$ cat src/rtl/rwl_pkg.sv
// rwl_pkg: types and constants shared by the readers/writer lock arbiter
// no dependencies; imported by every rtl module of the block but rwl_ram

package rwl_pkg;

	localparam int ID_W      = 4;   // requester id width
	localparam int ACTIVE_W  = 8;   // active_readers field width
	localparam int GRANT_CAP = 16;  // grants per step at most
	localparam int GNT_W     = $clog2(GRANT_CAP + 1);
	localparam int GIDX_W    = $clog2(GRANT_CAP);
	localparam int CMD_DEPTH = 2;   // command queue between front and back
	localparam int CMD_AW    = $clog2(CMD_DEPTH);

	typedef enum logic [1:0] {
		OPC_START_READ  = 2'd0,
		OPC_END_READ    = 2'd1,
		OPC_START_WRITE = 2'd2,
		OPC_END_WRITE   = 2'd3
	} rwl_opcode_t;

	typedef enum logic [1:0] {
		ST_OK     = 2'd0,
		ST_FULL   = 2'd1,
		ST_NOHOLD = 2'd2
	} rwl_status_t;

	typedef enum logic {
		RWL_OP,
		RWL_SERVE
	} rwl_state_t;

	typedef struct packed {
		logic [1:0]      opcode;
		logic [ID_W-1:0] requester_id;
	} rwl_req_t;

	typedef struct packed {
		logic                grant_valid;
		logic [ID_W-1:0]     grant_id;
		logic                grant_is_writer;
		logic [1:0]          status;
		logic [ACTIVE_W-1:0] active_readers;
		logic                last;
	} rwl_res_t;

	// classified command, front to back
	typedef struct packed {
		logic            start;
		logic            reader;
		logic [ID_W-1:0] id;
	} rwl_cmd_t;

	// waiter queue entry
	typedef struct packed {
		logic            reader;
		logic [ID_W-1:0] id;
	} rwl_entry_t;

	// grant write into the result buffer
	typedef struct packed {
		logic              en;
		logic [GIDX_W-1:0] idx;
		logic [ID_W-1:0]   id;
		logic              writer;
	} rwl_gwr_t;

	// end of step summary
	typedef struct packed {
		logic                en;
		rwl_status_t         status;
		logic [ACTIVE_W-1:0] readers;
		logic [GNT_W-1:0]    n;
	} rwl_done_t;

endpackage

$ cat src/rtl/fifo_fair_reader_writer_lock.sv
// fifo_fair_reader_writer_lock: fifo-fair readers/writer lock arbiter, top level
// depends on rwl_pkg, rwl_front, rwl_back, rwl_out (and rwl_ram below rwl_back)
// step: the op state applies the request, then the serve state grants waiters from the
// head until a writer, the grant cap, an empty queue or a waiter it cannot grant ends it
// requests can queue in the front while results wait; a step's serve phase waits until
// the previous step's results are all popped
// reset: arst_n clears pointers, counts, lock state and flags; queue contents are not cleared

module fifo_fair_reader_writer_lock import rwl_pkg::*; #(
	parameter int QUEUE_DEPTH = 16,
	parameter int MAX_READERS = 255
) (
	input  logic     clk,
	input  logic     arst_n,
	// request side
	input  logic     push,
	output logic     full,
	input  rwl_req_t req,
	// result side
	output logic     empty,
	input  logic     pop,
	output rwl_res_t res
);

	// front to back command handoff
	logic      cmd_valid;
	logic      cmd_pop;
	rwl_cmd_t  cmd;
	// back to result buffer
	rwl_gwr_t  gwr;
	rwl_done_t done;
	logic      out_busy;

	// front: take the request transfer, decode opcode, buffer it
	rwl_front u_front (
		.clk       (clk),
		.arst_n    (arst_n),
		.push      (push),
		.full      (full),
		.req       (req),
		.cmd_valid (cmd_valid),
		.cmd       (cmd),
		.cmd_pop   (cmd_pop)
	);

	// back: apply the request to the lock state, then, once the result buffer is free,
	// walk the waiter queue head one entry per cycle, writing each grant into the buffer
	rwl_back #(
		.QUEUE_DEPTH (QUEUE_DEPTH),
		.MAX_READERS (MAX_READERS)
	) u_back (
		.clk       (clk),
		.arst_n    (arst_n),
		.cmd_valid (cmd_valid),
		.cmd       (cmd),
		.cmd_pop   (cmd_pop),
		.out_busy  (out_busy),
		.gwr       (gwr),
		.done      (done)
	);

	// result buffer: holds one step's grants so that every result carries
	// the reader count as it stands after the whole step
	rwl_out u_out (
		.clk    (clk),
		.arst_n (arst_n),
		.gwr    (gwr),
		.done   (done),
		.busy   (out_busy),
		.empty  (empty),
		.pop    (pop),
		.res    (res)
	);

endmodule

$ cat src/rtl/rwl_ram.sv
// rwl_ram: generic single write port, single read port ram with registered read
// no dependencies

module rwl_ram #(
	parameter int WIDTH = 8,
	parameter int DEPTH = 16
) (
	input  logic                     clk,
	input  logic                     we,
	input  logic [$clog2(DEPTH)-1:0] waddr,
	input  logic [WIDTH-1:0]         wdata,
	input  logic                     re,
	input  logic [$clog2(DEPTH)-1:0] raddr,
	output logic [WIDTH-1:0]         rdata
);

	logic [WIDTH-1:0] mem_q [DEPTH];
	logic [WIDTH-1:0] rdata_q;

	always_ff @(posedge clk) begin
		if (we) begin
			mem_q[waddr] <= wdata;
		end
		if (re) begin
			rdata_q <= mem_q[raddr];
		end
	end

	assign rdata = rdata_q;

endmodule

$ cat src/rtl/rwl_front.sv
// rwl_front: accepts lock requests, classifies them, small command queue
// depends on rwl_pkg

module rwl_front import rwl_pkg::*; (
	input  logic     clk,
	input  logic     arst_n,
	input  logic     push,
	output logic     full,
	input  rwl_req_t req,
	output logic     cmd_valid,
	output rwl_cmd_t cmd,
	input  logic     cmd_pop
);

	rwl_cmd_t              slot_q [CMD_DEPTH];
	logic [CMD_AW-1:0]     wp_q, rp_q;
	logic [CMD_AW:0]       cnt_q;
	rwl_cmd_t              cls;
	logic                  take;
	logic                  give;

	// opcode classification
	always_comb begin
		cls.id = req.requester_id;
		case (rwl_opcode_t'(req.opcode))
			OPC_START_READ:  begin cls.start = 1'b1; cls.reader = 1'b1; end
			OPC_END_READ:    begin cls.start = 1'b0; cls.reader = 1'b1; end
			OPC_START_WRITE: begin cls.start = 1'b1; cls.reader = 1'b0; end
			OPC_END_WRITE:   begin cls.start = 1'b0; cls.reader = 1'b0; end
			default:         begin cls.start = 1'b0; cls.reader = 1'b0; end
		endcase
	end

	assign full      = (cnt_q == (CMD_AW+1)'(CMD_DEPTH));
	assign cmd_valid = (cnt_q != '0);
	assign cmd       = slot_q[rp_q];
	assign take      = push && !full;
	assign give      = cmd_pop && cmd_valid;

	always_ff @(posedge clk) begin
		if (take) begin
			slot_q[wp_q] <= cls;
		end
	end

	always_ff @(posedge clk or negedge arst_n) begin
		if (!arst_n) begin
			wp_q  <= '0;
			rp_q  <= '0;
			cnt_q <= '0;
		end else begin
			if (take) begin
				wp_q <= wp_q + 1'b1;
			end
			if (give) begin
				rp_q <= rp_q + 1'b1;
			end
			cnt_q <= cnt_q + (CMD_AW+1)'(take) - (CMD_AW+1)'(give);
		end
	end

endmodule

$ cat src/rtl/rwl_back.sv
// rwl_back: lock state, waiter queue and head serving sequencer
// depends on rwl_pkg and rwl_ram

module rwl_back import rwl_pkg::*; #(
	parameter int QUEUE_DEPTH = 16,
	parameter int MAX_READERS = 255
) (
	input  logic      clk,
	input  logic      arst_n,
	input  logic      cmd_valid,
	input  rwl_cmd_t  cmd,
	output logic      cmd_pop,
	input  logic      out_busy,
	output rwl_gwr_t  gwr,
	output rwl_done_t done
);

	localparam int AW = $clog2(QUEUE_DEPTH);
	localparam int CW = $clog2(QUEUE_DEPTH + 1);
	localparam int RW = $clog2(MAX_READERS + 1);
	localparam logic [AW-1:0] LAST_SLOT = AW'(QUEUE_DEPTH - 1);
	localparam logic [CW-1:0] FULL_CNT  = CW'(QUEUE_DEPTH);
	localparam logic [RW-1:0] RC_MAX    = RW'(MAX_READERS);
	localparam logic [GNT_W-1:0] N_LAST = GNT_W'(GRANT_CAP - 1);

	rwl_state_t       state_q, state_d;
	logic [AW-1:0]    head_q, head_d, tail_q, tail_d, head_inc;
	logic [CW-1:0]    count_q, count_d;
	logic [RW-1:0]    rc_q, rc_d;
	logic             wact_q, wact_d;
	rwl_status_t      status_q, status_d;
	logic [GNT_W-1:0] n_q, n_d;
	rwl_entry_t       byp_q;
	logic             byp_en_q;

	logic             we, re;
	logic [AW-1:0]    raddr;
	rwl_entry_t       wdata, rdata, entry;
	logic             op_act, serve_act, can_grant, grant, finish;

	rwl_ram #(
		.WIDTH ($bits(rwl_entry_t)),
		.DEPTH (QUEUE_DEPTH)
	) u_wq (
		.clk   (clk),
		.we    (we),
		.waddr (tail_q),
		.wdata (wdata),
		.re    (re),
		.raddr (raddr),
		.rdata (rdata)
	);

	assign entry    = byp_en_q ? byp_q : rdata;
	assign head_inc = (head_q == LAST_SLOT) ? '0 : head_q + 1'b1;

	// next state
	always_comb begin
		state_d = state_q;
		case (state_q)
			RWL_OP:    if (cmd_valid) state_d = RWL_SERVE;
			RWL_SERVE: if (finish) state_d = RWL_OP;
			default:   state_d = RWL_OP;
		endcase
	end

	// datapath and outputs
	always_comb begin
		op_act    = (state_q == RWL_OP) && cmd_valid;
		serve_act = (state_q == RWL_SERVE) && !out_busy;
		can_grant = (count_q != '0) && !wact_q &&
		            (entry.reader ? (rc_q != RC_MAX) : (rc_q == '0));
		grant     = serve_act && can_grant;
		finish    = serve_act && (!can_grant || !entry.reader ||
		            count_q == CW'(1) || n_q == N_LAST);

		head_d   = head_q;
		tail_d   = tail_q;
		count_d  = count_q;
		rc_d     = rc_q;
		wact_d   = wact_q;
		status_d = status_q;
		n_d      = n_q;
		we       = 1'b0;
		wdata    = '{reader: cmd.reader, id: cmd.id};
		re       = 1'b0;
		raddr    = head_q;
		cmd_pop  = op_act;

		if (op_act) begin
			status_d = ST_OK;
			n_d      = '0;
			re       = 1'b1;
			if (cmd.start) begin
				if (count_q == FULL_CNT) begin
					status_d = ST_FULL;
				end else begin
					we      = 1'b1;
					tail_d  = (tail_q == LAST_SLOT) ? '0 : tail_q + 1'b1;
					count_d = count_q + 1'b1;
				end
			end else if (cmd.reader) begin
				if (rc_q == '0) status_d = ST_NOHOLD;
				else rc_d = rc_q - 1'b1;
			end else begin
				if (!wact_q) status_d = ST_NOHOLD;
				else wact_d = 1'b0;
			end
		end

		if (grant) begin
			head_d  = head_inc;
			count_d = count_q - 1'b1;
			n_d     = n_q + 1'b1;
			if (entry.reader) rc_d = rc_q + 1'b1;
			else wact_d = 1'b1;
			if (!finish) begin
				re    = 1'b1;
				raddr = head_inc;
			end
		end

		gwr.en      = grant;
		gwr.idx     = n_q[GIDX_W-1:0];
		gwr.id      = entry.id;
		gwr.writer  = !entry.reader;
		done.en      = finish;
		done.status  = status_q;
		done.readers = ACTIVE_W'(rc_d);
		done.n       = n_d;
	end

	// forward a head entry written in the same cycle it is read
	always_ff @(posedge clk) begin
		if (re) begin
			byp_q <= wdata;
		end
	end

	always_ff @(posedge clk or negedge arst_n) begin
		if (!arst_n) begin
			state_q  <= RWL_OP;
			head_q   <= '0;
			tail_q   <= '0;
			count_q  <= '0;
			rc_q     <= '0;
			wact_q   <= 1'b0;
			status_q <= ST_OK;
			n_q      <= '0;
			byp_en_q <= 1'b0;
		end else begin
			state_q  <= state_d;
			head_q   <= head_d;
			tail_q   <= tail_d;
			count_q  <= count_d;
			rc_q     <= rc_d;
			wact_q   <= wact_d;
			status_q <= status_d;
			n_q      <= n_d;
			if (re) begin
				byp_en_q <= we && (tail_q == raddr);
			end
		end
	end

endmodule

$ cat src/rtl/rwl_out.sv
// rwl_out: result buffer for one step, drained one result per transfer
// depends on rwl_pkg

module rwl_out import rwl_pkg::*; (
	input  logic      clk,
	input  logic      arst_n,
	input  rwl_gwr_t  gwr,
	input  rwl_done_t done,
	output logic      busy,
	output logic      empty,
	input  logic      pop,
	output rwl_res_t  res
);

	rwl_entry_t          ent_q [GRANT_CAP];
	logic [GNT_W-1:0]    n_q;
	logic [GIDX_W-1:0]   idx_q;
	rwl_status_t         status_q;
	logic [ACTIVE_W-1:0] readers_q;
	logic                busy_q;
	logic                has_grant, is_last;
	rwl_entry_t          cur;

	assign cur       = ent_q[idx_q];
	assign has_grant = (n_q != '0);
	assign is_last   = !has_grant || ({1'b0, idx_q} == n_q - 1'b1);
	assign busy      = busy_q;
	assign empty     = !busy_q;

	always_comb begin
		res.grant_valid     = has_grant;
		res.grant_id        = has_grant ? cur.id : '0;
		res.grant_is_writer = has_grant && !cur.reader;
		res.status          = status_q;
		res.active_readers  = readers_q;
		res.last            = is_last;
	end

	always_ff @(posedge clk) begin
		if (gwr.en) begin
			ent_q[gwr.idx] <= '{reader: !gwr.writer, id: gwr.id};
		end
		if (done.en) begin
			n_q       <= done.n;
			status_q  <= done.status;
			readers_q <= done.readers;
		end
	end

	always_ff @(posedge clk or negedge arst_n) begin
		if (!arst_n) begin
			busy_q <= 1'b0;
			idx_q  <= '0;
		end else begin
			if (done.en) begin
				busy_q <= 1'b1;
				idx_q  <= '0;
			end else if (pop && busy_q) begin
				if (is_last) busy_q <= 1'b0;
				else idx_q <= idx_q + 1'b1;
			end
		end
	end

endmodule

$ cat config.mk
export PLATFORM = sky130hd
export DESIGN_NAME = fifo_fair_reader_writer_lock
export DESIGN_NICKNAME = d
export VERILOG_FILES = /design/src/rtl/rwl_pkg.sv /design/src/rtl/fifo_fair_reader_writer_lock.sv /design/src/rtl/rwl_ram.sv /design/src/rtl/rwl_front.sv /design/src/rtl/rwl_back.sv /design/src/rtl/rwl_out.sv
export SDC_FILE = /design/constraint.sdc
export NUM_CORES = 1
export LEC_CHECK = 0
export BUFFER_PORTS_ARGS = -buffer_cell sky130_fd_sc_hd__buf_2
export CORE_MARGIN = 1
export CORE_UTILIZATION = 40
export DETAILED_ROUTE_END_ITERATION = 6
export GPL_TIMING_DRIVEN = 0
export HOLD_SLACK_MARGIN = 0.15
export PLACE_DENSITY = 0.63
export SYNTH_ARGS = -nofsm -noshare
export SYNTH_HDL_FRONTEND = slang
export SYNTH_SLANG_ARGS = --single-unit
$ cat constraint.sdc
create_clock -name clk -period 6 [get_ports clk]
set_input_delay 0.6 -clock clk [delete_from_list [all_inputs] [get_ports clk]]
set_output_delay 0.6 -clock clk [all_outputs]
set_load 0.005 [all_outputs]
# After elaboration in Yosys (flattened, before gate mapping)
# Memory sizes are Yosys's and may differ from the RTL's. A register that Yosys moved wholly into a read port is not among the register bits.
# Index checks and enable logic that the tools add are counted.
word_totals:
  ff_bits: 60
  latchBits: 0
  mem_bits_rw: 172
  rom_bits: 0
  inputBits: 10
  elab_cells: 137
  n_memories: 3
memory_table:
  columns: ["memory", "words", "width", "read_ports", "rd_clocked_by_memory_dff", "wr", "line", "text"]
  rows:
  - ["u_back.u_wq.mem_q", 16, 5, 1, 1, 1, "rwl_ram.sv:17", "logic [WIDTH-1:0] mem_q [DEPTH];"]
  - ["u_out.ent_q", 16, 5, 1, 0, 1, "rwl_out.sv:15", "rwl_entry_t ent_q [GRANT_CAP];"]
  - ["u_front.slot_q", 2, 6, 1, 0, 1, "rwl_front.sv:15", "rwl_cmd_t slot_q [CMD_DEPTH];"]
classes:
  add_sub_neg: 13
  n_mul: 0
  n_div: 0
  magnitude_cmp: 0
  eq_ne: 14
  shift: 0
  n_mux: 51
  bitwise_logic: 2
  n_reduce_logical: 35
ops:
  columns: ["cell", "count"]
  rows:
  - ["2-to-1 mux 8 bit", 6]
  - ["2-to-1 mux 5 bit", 7]
  - ["2-to-1 mux 4 bit", 8]
  - ["2-to-1 mux 1 bit", 24]
  - ["adder 4 x 1 -> 4 bit (second input constant)", 3]
  - ["logical AND 1 bit", 11]
  - ["adder 5 x 1 -> 5 bit (second input constant)", 2]
  - ["nonzero test 2 bit", 5]
  - ["nonzero test 5 bit", 2]
  - ["subtractor 5 x 1 -> 5 bit (second input constant)", 2]
  - ["adder 8 x 1 -> 8 bit (second input constant)", 1]
  - ["equality test 4 bit (second input constant)", 2]
  - ["zero test 8 bit", 1]
  - ["2-to-1 mux 2 bit", 4]
  - ["!= test 8 bit (second input constant)", 1]
  - ["case mux 2 bit (4 select lines)", 1]
  - ["subtractor 8 x 1 -> 8 bit (second input constant)", 1]
  - ["zero test 1 bit", 7]
  - ["equality test 2 bit (second input constant)", 3]
  - ["AND reduction 3 bit", 2]
  - ["equality test 4 x 5 -> 1 bit", 1]
  - ["equality test 5 x 1 -> 1 bit (second input constant)", 1]
  - ["equality test 5 x 4 -> 1 bit (second input constant)", 1]
  - ["equality test 5 bit (second input constant)", 1]
  - ["12 further kinds", 18]

# Depth between registers and ports, before layout
# Gate-level depths: netlist of the first run.
depth:
  ltp_word: 12
  mapped_depth: 11

# By module
# A second synthesis of the first run with hierarchy kept.
unflattened:
  cells_unflattened: 629
  hier_area_um2: 10242.3
by_module_without_submodules:
  columns: ["mod", "n_inst", "cells_each", "area_per_inst_um2"]
  rows:
  - ["rwl_out", 1, 216, 4175.3]
  - ["rwl_ram", 1, 155, 3263.1]
  - ["rwl_back", 1, 219, 2158.3]
  - ["rwl_front", 1, 39, 645.6]

# Least setup slack after synthesis of the first run
# OpenSTA, ideal clock, no wires.
synth_path:
  path_kind: "register -> register"
  startpoint: "register u_back.n_q[0]"
  endpoint: "register u_back.u_wq.rdata_q[0], in the netlist u_back.u_wq.rdata[0], read port of u_back.u_wq.mem_q (data pin)"
  setup_time_ns: 0.272
  arrival_time_ns: 2.932
  required_time_ns: 5.728
  slack_ns: 2.796
  path_stages_with_launch: 12
  n_path_buf: 2
  path_cell_list: "dfrtp_1 > ha_1 > and3_1 > ha_1 > or4_1 > buf_6 > o21ai_4 > nand2_4 > buf_6 > a211oi_2 > a2111oi_0 > or4_1"
synth_between:
  elab_chain_len: 5
  word_cells_on_any_way: 7
synth_rtl:
  columns: ["element", "line", "text"]
  rows:
  - ["start: declaration", "rwl_back.sv:32", "logic [GNT_W-1:0] n_q, n_d;"]
  - ["start signal: assignment", "rwl_back.sv:159", "n_q <= n_d;"]
  - ["equality test 5 x 4 -> 1 bit (*)", "rwl_back.sv:75", "count_q == CW'(1) || n_q == N_LAST);"]
  - ["logical OR 1 bit (*)", "rwl_back.sv:75", null]
  - ["logical AND 1 bit (*)", "rwl_back.sv:74", "finish = serve_act && (!can_grant || !entry.reader ||"]
  - ["2-to-1 mux 4 bit / 2-to-1 mux 1 bit (equally long branches)", "rwl_back.sv:117", "if (!finish) begin"]
  - ["2-to-1 mux 4 bit / 2-to-1 mux 1 bit (equally long branches)", "rwl_back.sv:111", "if (grant) begin"]
  - ["end: declaration", "rwl_ram.sv:18", "logic [WIDTH-1:0] rdata_q;"]
# Mark *: on every way between the ends. The rest lies on a longest branch, timed or not.
# A chain may end at the register's enable or synchronous reset.

# Final worst setup path of the first run
layout_path:
  startpoint: "register u_back.count_q[0]"
  endpoint: "memory u_out.ent_q[1][2] (netlist bit) (enable)"
layout_between:
  elab_chain_len: 6
layout_rtl:
  columns: ["element", "line", "text"]
  rows:
  - ["start: declaration", "rwl_back.sv:28", "logic [CW-1:0] count_q, count_d;"]
  - ["start signal: assignment", "rwl_back.sv:155", "count_q <= count_d;"]
  - ["nonzero test 5 bit", "rwl_back.sv:71", "can_grant = (count_q != '0) && !wact_q &&"]
  - ["logical AND 1 bit (2 in series)", "rwl_back.sv:71", null]
  - ["logical AND 1 bit", "rwl_back.sv:73", "grant = serve_act && can_grant;"]
  - ["2-to-1 mux 1 bit", "rwl_out.sv:40", "if (gwr.en) begin"]
  - ["2-to-1 mux 1 bit (implied by the code)", "rwl_out.sv:41", "ent_q[gwr.idx] <= '{reader: !gwr.writer, id: gwr.id};"]
  - ["end: declaration", "rwl_out.sv:15", null]
# Every way passes these cells.

==> flow_summary.toml, run 1 <==
[global_route]
grt-ovfl-total = 0
grt_first_pass_wirelength_um = 37000
grt_max_degree = 41
gr-usage-all-layers_pct = 16.9
grt_pass1_vias = 6667
antenna_found_initial = 0

[clock_tree]
cts_setup_buffers = 0
clk_latency_ns = 0.53
cts-resized-gates = 0
cts_tree = "yes"
root_buffer = "clkbuf_16"
clkSinkCount = 237
cts-buffers-inserted = 26
clock_path_buffers = 3
hold_buffers = 0
htree_num_levels = 1
path_clk_slew_ns = 0.06

[yosys]
syn_area_um2 = 10900
synthFlopType = "edfxtp_1"
synth_cells = 823
async_flop_share_pct = 16.9
syn-num-nets = 854
synth_top_area_share_pct = 54.3
synth_seq_cells = 237
ys_seq_area_share_pct = 63.5
ys_types = 61
avgSynthCellArea_um2 = 13.2
synth_area_leaders = "edfxtp_1 (54%), dfrtp_1 (9.2%), mux2i_1 (4.6%)"
synth_warnings = 0
synth-edff-count = 197
synth.largest_area_cell = "edfxtp_1"

[timing]
fin_setup_tns_ns = 0
finalSetupViolCount = 0
fin_crit_ns = 3.89
slew-limit-headroom_pct = 34.8
clock_skew_ns = 0.0202
slew_viol_final = 0
worstMarginPinSlew_ns = 0.977
fmax_mhz = 257
rsz0062_at_grt = "false"
hold-worst-slack_ns = 0.210
period_share_pct = 64.9
hold_viol = 0

[critical_path]
rr_startpoint = "u_back.count_q[0]"
critical_path.max_fanout = 10
cp_cell_sequence = "inv_1 -> ha_1 -> nor4b_1 -> or2_2 -> or3_1 -> a21oi_1 -> clkbuf_1 -> nand2_1 -> nor3_1"
slowest_delay_ns = 0.63
r2r_end = "u_out.ent_q[1][2]"
crit_end = "u_out.ent_q[1][2]"
slowest_stage = "nor3_1"
ff2ff_path_depth = 9
startpoint = "u_back.count_q[0]"
setup.worst_path.end_class = "flop"
crit_type = "flop to flop"
r2r_setup_slack_ns = 2.11
critical-path-top-delay-family = "simple AND/OR/NAND/NOR gates"
cp.depth = 9
cp-start-kind = "flop"
crit_arrival_ns = 4.03
cp_num_buf_inv = 2
required_ns = 6.14

[drt]
routedWlPerCell_um = 18.8
ant_nets = 0
drt_iter0_drc = 465
vias = 6800
wl_um = 23300
drt_pass1_iterations = 5
drc_errors = 0
viasPerCell = 5.48

[pwr]
power.density_nw_per_um2 = 495
p_int_w = 0.00403
clkPwrFrac_pct = 27.8
power_leakage_nw = 4.38
p_sw_share_pct = 34.3
switchingPower_w = 0.00210
ir_worst_vdd_mv = 0.271
comb_power_share_pct = 33.7
totalPowerFinal_w = 0.00613
power_frac_seq_pct = 38.4

[die]
die_height_um = 167
row_count = 60
core_area_um2 = 26800
dieArea_um2 = 27900
boundaryPins = 29
die-width_um = 167
start_util_pct = 40.6

[final_layout]
drive_gt1_share_pct = 12.9
synthToLayoutAreaGrowth_pct = 13.8
final_util_pct = 46.3
diodes = 0
nets = 910
multi_input_area_um2 = 3640
final_cell_area_um2 = 12400
fillCellCount = 2395
seq_area_um2 = 6920

[status]
status = "finished, final reports clean"

[min_path]
hold_class = "primary input to asynchronous set/reset pin"

[place]
io_buffers = 28
hpwl_um = 16200
routabilityCongestion = 0.856
placed_area_um2 = 11500

[run]
max_cap_violations = 0
cells in the final DEF, fill, tap and decap left out, types with 16 or more instances in the layout:
| cell | count |
|---|---|
| o21ai_0 | 23 |
| a21oi_1 | 33 |
| dfrtp_1 | 40 |
| clkbuf_1 | 45 |
| buf_2 | 33 |
| mux2i_1 | 50 |
| inv_1 | 28 |
| edfxtp_1 | 197 |
| a311oi_1 | 24 |
| xnor2_1 | 17 |
| nand2_1 | 108 |
| nand3_1 | 16 |
| nor2_1 | 32 |
| clkbuf_16 | 27 |
| ha_1 | 21 |
| a211oi_1 | 35 |
worst reg2reg max path, cell delays in order (launching register included):
cell and delay [ns]:
dfrtp_1 0.45, inv_1 0.09, ha_1 0.22, nor4b_1 0.20
or2_2 0.34, or3_1 0.34, a21oi_1 0.55, clkbuf_1 0.45
nand2_1 0.23, nor3_1 0.63
cells by family (layout without fill, tap and decap cells):
logic type / after synthesis / in the layout / share of synthesized area [%]
AO/OA/AOI/OAI: 165 / 165 / 10.8
XOR/XNOR: 26 / 26 / 2.23
adder cells (fa/ha/maj): 21 / 21 / 2.41
buffers and inverters: 80 / 156 / 3.03
flip-flops: 237 / 237 / 63.5
multiplexers: 74 / 74 / 8.42
AND/OR/NAND/NOR: 220 / 220 / 9.60
power groups by stage:
| stage | sequential, W | combinational (W) | clock, W |
|---|---|---|---|
| after floorplan | 0.00235 | 0.00148 | 0 |
| after global placement | 0.00238 | 0.00205 | 0 |
| after detailed placement | 0.00239 | 0.00208 | 0 |
| after CTS | 0.00236 | 0.00209 | 0.00174 |
| after global routing | 0.00238 | 0.00229 | 0.00180 |
| final | 0.00236 | 0.00207 | 0.00171 |
per-layer routing:
layer / part of all wire (%) / track usage [%] / wire length, um
met2: 48 / 28.2 / 11200
met1: 44 / 22.5 / 10300
met4: 2.7 / 5.52 / 622
met5: 0 / 0 / 0
met3: 4.9 / 2.76 / 1150
cell type report:
cell class | count | area share [%]
clock buffers | 41 | 6.44
plain buffers | 51 | 1.79
inverters | 29 | 0.878
clock inverters | 7 | 1.14
flip-flops and latches | 237 | 55.8
repair buffers | 28 | 1.13
multi-input cells | 506 | 29.4
well taps | 341 | 3.44
cells in the mapped netlist, types with 4 or more instances:
| cell type | n |
|---|---|
| a2111oi_0 | 8 |
| a211oi_1 | 35 |
| a21oi_1 | 33 |
| a311oi_1 | 24 |
| and2_1 | 10 |
| and3_1 | 11 |
| buf_2 | 5 |
| clkbuf_1 | 38 |
| dfrtp_1 | 40 |
| edfxtp_1 | 197 |
| ha_1 | 21 |
| inv_1 | 28 |
| mux2_2 | 11 |
| mux2i_1 | 50 |
| mux4_2 | 13 |
| nand2_1 | 108 |
| nand3_1 | 16 |
| nand4_1 | 4 |
| nor2_1 | 32 |
| nor3_1 | 11 |
| o21ai_0 | 23 |
| o221ai_1 | 8 |
| o22ai_1 | 6 |
| o41ai_1 | 4 |
| or4_1 | 4 |
| xnor2_1 | 17 |
| xor2_1 | 8 |
worst min path at each step:
stage / startpoint / to / slack (ns) / cells after the start
after global placement: u_back.status_q[0] / u_out.status_q[0] / 0.45 / 0
after floorplan: arst_n / u_back.byp_en_q / 0.30 / 0
after CTS: req[2] / u_front.slot_q[0][2] / 0.24 / 1
final: arst_n / u_back.tail_q[1] / 0.21 / 1
after global routing: req[0] / u_front.slot_q[0][0] / 0.24 / 1
after detailed placement: u_back.status_q[0] / u_out.status_q[0] / 0.45 / 0
registers in the layout (all words and copies together) (netlist names), 2 cells and up:
signal             count
u_out.readers_q        8
u_back.count_q         5
u_out.ent_q           80
u_out.n_q              5
u_out.status_q         2
u_back.rc_q            8
u_out.idx_q            4
u_back.status_q        2
u_back.n_q             5
u_back.u_wq.rdata      5
u_back.head_q          4
u_back.u_wq.mem_q     80
u_front.cnt_q          2
u_back.byp_q           5
u_back.tail_q          4
u_front.slot_q        12
through the flow:
step,cells,worst slack [ns]
5_1_grt,1240,1.70
3_5_place_dp,1192,2.15
3_3_place_gp,1192,2.20
2_1_floorplan,823,2.80
6_report,1240,2.11
4_1_cts,1240,2.01
No activity file was read; power rests on OpenSTA's default activity.
==> run 2: changes to the inputs <==
Clock period 6 ns to 3.7 ns, I/O delays scaled along.
==> run 2 against run 1 <==
Clock power grew 62%. Setup slack lost 2.0 ns. Via count grew 0.41%. Power grew 64%. Critical path type unchanged. Wire length grew 1.2%.
==> flow_summary.toml, run 2 (synthesized netlist as in run 1, its figures left out) <==
[die]
die-width_um = 167
die_height_um = 167
dieArea_um2 = 27900
start_util_pct = 40.6
row_count = 60
core_area_um2 = 26800
boundaryPins = 29

[pwr]
comb_power_share_pct = 34.5
clkPwrFrac_pct = 27.5
power_leakage_nw = 4.49
p_int_w = 0.00662
ir_worst_vdd_mv = 0.440
totalPowerFinal_w = 0.0101
power_frac_seq_pct = 38.0
p_sw_share_pct = 34.3
power.density_nw_per_um2 = 798
switchingPower_w = 0.00346

[global_route]
grt_max_degree = 41
grt_pass1_vias = 6710
grt_first_pass_wirelength_um = 37300
grt-ovfl-total = 0
gr-usage-all-layers_pct = 17.0
antenna_found_initial = 0

[critical_path]
slowest_stage = "or4_1"
crit_type = "flop to flop"
critical_path.max_fanout = 10
cp_num_buf_inv = 2
slowest_delay_ns = 0.57
cp-start-kind = "flop"
cp_cell_sequence = "ha_1 -> and3_1 -> ha_1 -> or4_1 -> buf_6 -> o21ai_4 -> nand2_4 -> buf_6 -> a211oi_1 -> a2111oi_0 -> or4_1"
setup.worst_path.end_class = "flop"
critical-path-top-delay-family = "simple AND/OR/NAND/NOR gates"
crit_arrival_ns = 3.88
required_ns = 3.95

[drt]
drc_errors = 0
wl_um = 23500
drt_pass1_iterations = 5
routedWlPerCell_um = 18.8
drt_iter0_drc = 488
vias = 6828
viasPerCell = 5.44
ant_nets = 0

[timing]
fin_crit_ns = 3.63
period_share_pct = 98.0
slew-limit-headroom_pct = 34.7
rsz0062_at_grt = "true"
clock_skew_ns = 0.0243
hold_viol = 0
worstMarginPinSlew_ns = 0.979
fmax_mhz = 276
finalSetupViolCount = 0
slew_viol_final = 0
hold-worst-slack_ns = 0.191

[final_layout]
synthToLayoutAreaGrowth_pct = 15.9
final_common_cell = "edfxtp_1"
drive_gt1_share_pct = 15.3
nets = 924
largestRegisters = "u_back.u_wq.mem_q x80, u_out.ent_q x80, u_front.slot_q x12"
final_util_pct = 47.1
diodes = 0
instances_no_fill = 1254
final_cell_mix = "edfxtp_1 (197), nand2_1 (108), mux2i_1 (49), clkbuf_1 (43), dfrtp_1 (39)"

[clock_tree]
clk_latency_ns = 0.53
cts-buffers-inserted = 26
clkSinkCount = 237
htree_num_levels = 1
clock_path_buffers = 3
path_clk_slew_ns = 0.06
root_buffer = "clkbuf_16"
cts_tree = "yes"

[place]
io_buffers = 28
hpwl_um = 16200
routabilityCongestion = 0.856
dpl.cell_count = 1192

[run]
max_cap_violations = 0

[min_path]
hold_class = "primary input to flop"

[status]
status = "finished, final reports clean"
[run 2: cell count changes in the layout (fill, tap and decap cells not counted), moves of 3 or more]
cell | previous run | this run
buf_4 | 2 | 7
nor3_2 | 0 | 4
nor2_1 | 32 | 29
nor2_2 | 0 | 3
nor3_1 | 11 | 6
clkbuf_2 | 1 | 4
dlygate4sd3_1 | 0 | 8
[run 2: path summary, 6_finish.rpt]
check | start | endpoint | slack, ns | cells past startpoint
setup / recovery | u_back.n_q[0] | u_back.u_wq.rdata[4] | 0.07 | 11
hold / removal | pop | u_out.busy | 0.19 | 3
setup reg to reg | u_back.n_q[0] | u_back.u_wq.rdata[4] | 0.07 | 11
hold reg to reg | u_back.status_q[1] | u_out.status_q[1] | 0.47 | 0
max in group asynchronous | arst_n | u_back.n_q[0] | 2.47 | 2
min in group asynchronous | arst_n | u_back.tail_q[1] | 0.52 | 2
[run 2: worst register-to-register path, cell delays in order (launching register included)]
cell and delay [ns]:
dfrtp_2 0.44, ha_1 0.23, and3_1 0.19, ha_1 0.24, or4_1 0.53, buf_6 0.16, o21ai_4 0.27, nand2_4 0.12
buf_6 0.18, a211oi_1 0.30, a2111oi_0 0.13, or4_1 0.57
[run 2: routing by layer]
metal  wire [um]  vias to the layer above  GRT usage [%]
met2       11400                      178           28.7
li1            -                     3286              -
met4         610                        0           5.35
met5           0                        -              0
met3        1140                       38           2.76
met1       10400                     3326           22.5
[run 2: layout make-up]
type,instances,area [um^2]
fillers,2373,14200
flip-flops and latches,237,6920
multi-input cells,506,3720
clock buffers,41,798
well taps,341,427
repair buffers,42,278
plain buffers,51,226
clock inverters,7,141
inverters,29,109
[run 2: per-stage QoR]
step | cell area (um^2) | setup TNS (ns) | setup WS, ns
2_1_floorplan | 10900 | 0 | 0.496
3_3_place_gp | 11500 | -0.852 | -0.103
3_5_place_dp | 11500 | -1.87 | -0.154
4_1_cts | 12500 | 0 | 0.00882
5_1_grt | 12600 | -0.754 | -0.0382
6_report | 12600 | 0 | 0.0733
[run 2: timing repair]
item / CTS / global route
hold buffers: 8 / 0
cloned: 0 / 0
gates resized for setup: 11 / 15
setup buffers: 0 / 6
endpoints found under the hold margin: 53 / 0
pin swaps: 0 / 4
endpoints found under the setup margin: 26 / 66
[run 2: power groups by stage]
stage | sequential (W) | clock (W) | combinational [W]
after floorplan | 0.00381 | 0 | 0.00240
final | 0.00383 | 0.00277 | 0.00347
after global placement | 0.00386 | 0 | 0.00333
after CTS | 0.00382 | 0.00282 | 0.00341
after detailed placement | 0.00387 | 0 | 0.00337
after global routing | 0.00387 | 0.00292 | 0.00382
==> run 3: changes to the inputs <==
Settings changed: PLACE_DENSITY 0.63 to 0.65.
Clock period 3.7 ns to 3 ns, I/O delays scaled along.
==> run 3 against run 2 <==
The run now ends with negative setup slack left. Setup slack lost 0.29 ns. Core utilization grew 1.8 points. Register-to-register slack lost 0.29 ns. Clock skew shrank 0.0042 ns. Sequential share of layout area shrank 2.0 points. Clock power grew 9.7%. Fmax grew 13%. Power grew 26%. First-iteration DRC count shrank 11%. Global-route usage grew 0.20 points.
==> flow_summary.toml, run 3 (synthesized netlist as in run 1, its figures left out) <==
[pwr]
p_int_w = 0.00819
comb_power_share_pct = 38.2
power.density_nw_per_um2 = 967
clkPwrFrac_pct = 24.0
ir_worst_vdd_mv = 0.600
switchingPower_w = 0.00449
p_sw_share_pct = 35.4
power_frac_seq_pct = 37.8
power_leakage_nw = 4.64

[die]
die_height_um = 167
row_count = 60
die-width_um = 167
start_util_pct = 40.6
boundaryPins = 29
core_area_um2 = 26800
dieArea_um2 = 27900

[timing]
rsz0062_at_grt = "true"
setup_slack_ns = -0.214
slew_viol_final = 0
period_share_pct = 107
clock_skew_ns = 0.0201
fin_setup_tns_ns = -0.371
slew-limit-headroom_pct = 34.7
fmax_mhz = 311
worstMarginPinSlew_ns = 0.979
fin_crit_ns = 3.21
finalSetupViolCount = 2
hold_viol = 0

[drt]
ant_nets = 0
drc_errors = 0
vias = 7067
drt_iter0_drc = 434
viasPerCell = 5.57
wl_um = 24300
drt_pass1_iterations = 5
routedWlPerCell_um = 19.2

[clock_tree]
clkSinkCount = 237
cts-buffers-inserted = 25
htree_num_levels = 1
clock_path_buffers = 3
clk_latency_ns = 0.52
cts_tree = "yes"
root_buffer = "clkbuf_16"
path_clk_slew_ns = 0.06

[place]
io_buffers = 28
dpl.cell_count = 1192
hpwl_um = 16300
routabilityCongestion = 0.867

[min_path]
hold_class = "primary input to asynchronous set/reset pin"

[critical_path]
cp_num_buf_inv = 1
crit_arrival_ns = 3.44
setup.worst_path.end_class = "flop"
cp_cell_sequence = "ha_2 -> and3_4 -> ha_4 -> or4_4 -> o21ai_4 -> nand2_4 -> buf_12 -> a211oi_4 -> a2111oi_2 -> or4_4"
crit_path_frequent_cell = "or4_4"
crit_type = "flop to flop"
ff2ff_path_depth = 10
slowest_stage = "or4_4"
cp-start-kind = "flop"
critical-path-top-delay-family = "simple AND/OR/NAND/NOR gates"
slowest_delay_ns = 0.57
cp.depth = 10
required_ns = 3.23
critical_path.max_fanout = 5

[final_layout]
instances_no_fill = 1269
synthToLayoutAreaGrowth_pct = 20.4
final_common_cell = "edfxtp_1"
nets = 941
drive_gt1_share_pct = 23.8
largestRegisters = "u_back.u_wq.mem_q x80, u_out.ent_q x80, u_front.slot_q x12"
final_util_pct = 48.9
final_cell_mix = "edfxtp_1 (197), nand2_1 (105), mux2i_1 (46), buf_4 (37), dfrtp_1 (34)"
diodes = 0

[global_route]
grt-ovfl-total = 0
grt_pass1_vias = 6950
grt_first_pass_wirelength_um = 37600
gr-usage-all-layers_pct = 17.2
antenna_found_initial = 0
grt_max_degree = 41

[run]
max_cap_violations = 0

[status]
status = "finished, violations left"
violations = "negative setup slack"
==> run 3: what timing repair did <==
action | CTS | global route
hold buffers | 9 | 0
setup buffers | 14 | 15
cloned | 2 | 1
pin swaps | 9 | 17
hold endpoints to repair | 54 | 0
setup endpoints to repair | 166 | 133
gates resized for setup | 68 | 54
==> run 3: power by group through the flow <==
stage | Clock [W] | Combinational, W | Sequential (W)
CTS | 0.00310 | 0.00454 | 0.00473
floorplan | 0 | 0.00299 | 0.00470
detailed placement | 0 | 0.00418 | 0.00477
global route | 0.00324 | 0.00526 | 0.00484
finish | 0.00304 | 0.00484 | 0.00479
global placement | 0 | 0.00410 | 0.00476
==> run 3: final cells by class <==
class | instances | area, um^2
Buffer | 42 | 231
Clock buffer | 34 | 719
Clock inverter | 11 | 105
Fill cell | 2269 | 13700
Inverter | 29 | 109
Multi-Input combinational cell | 508 | 4130
Sequential cell | 237 | 6920
Tap cell | 341 | 427
Timing Repair Buffer | 67 | 475
==> run 3: stage by stage <==
stage                     cell area, um^2  setup slack [ns]  power, W  hold WS, ns
after floorplan                     10900           -0.0682   0.00768      0.00441
after global placement              11500            -0.752   0.00887        0.453
after detailed placement            11500            -0.840   0.00895        0.458
after CTS                           12800            -0.263    0.0124        0.472
after global routing                13100            -0.288    0.0133        0.472
final                               13100            -0.214    0.0127        0.462
==> run 3: final timing paths <==
| path | start | end | slack, ns |
|---|---|---|---|
| min in group clk | u_back.status_q[0] | u_out.status_q[0] | 0.46 |
| min reg2reg | u_back.status_q[0] | u_out.status_q[0] | 0.46 |
| min | arst_n | u_back.tail_q[0] | 0.46 |
| max in group asynchronous | arst_n | u_out.idx_q[0] | 1.83 |
| max reg2reg | u_back.n_q[0] | u_back.u_wq.rdata[4] | -0.21 |
| max | u_back.n_q[0] | u_back.u_wq.rdata[4] | -0.21 |
==> run 3: layer usage <==
metal | GRT usage, % | part of all wire, % | wire length (um) | vias up
met5 | 0 | 0 | 0 | -
li1 | - | - | - | 3317
met2 | 29.7 | 50 | 12200 | 182
met4 | 4.83 | 2.3 | 556 | 0
met3 | 2.88 | 5.1 | 1240 | 43
met1 | 22.3 | 43 | 10400 | 3525
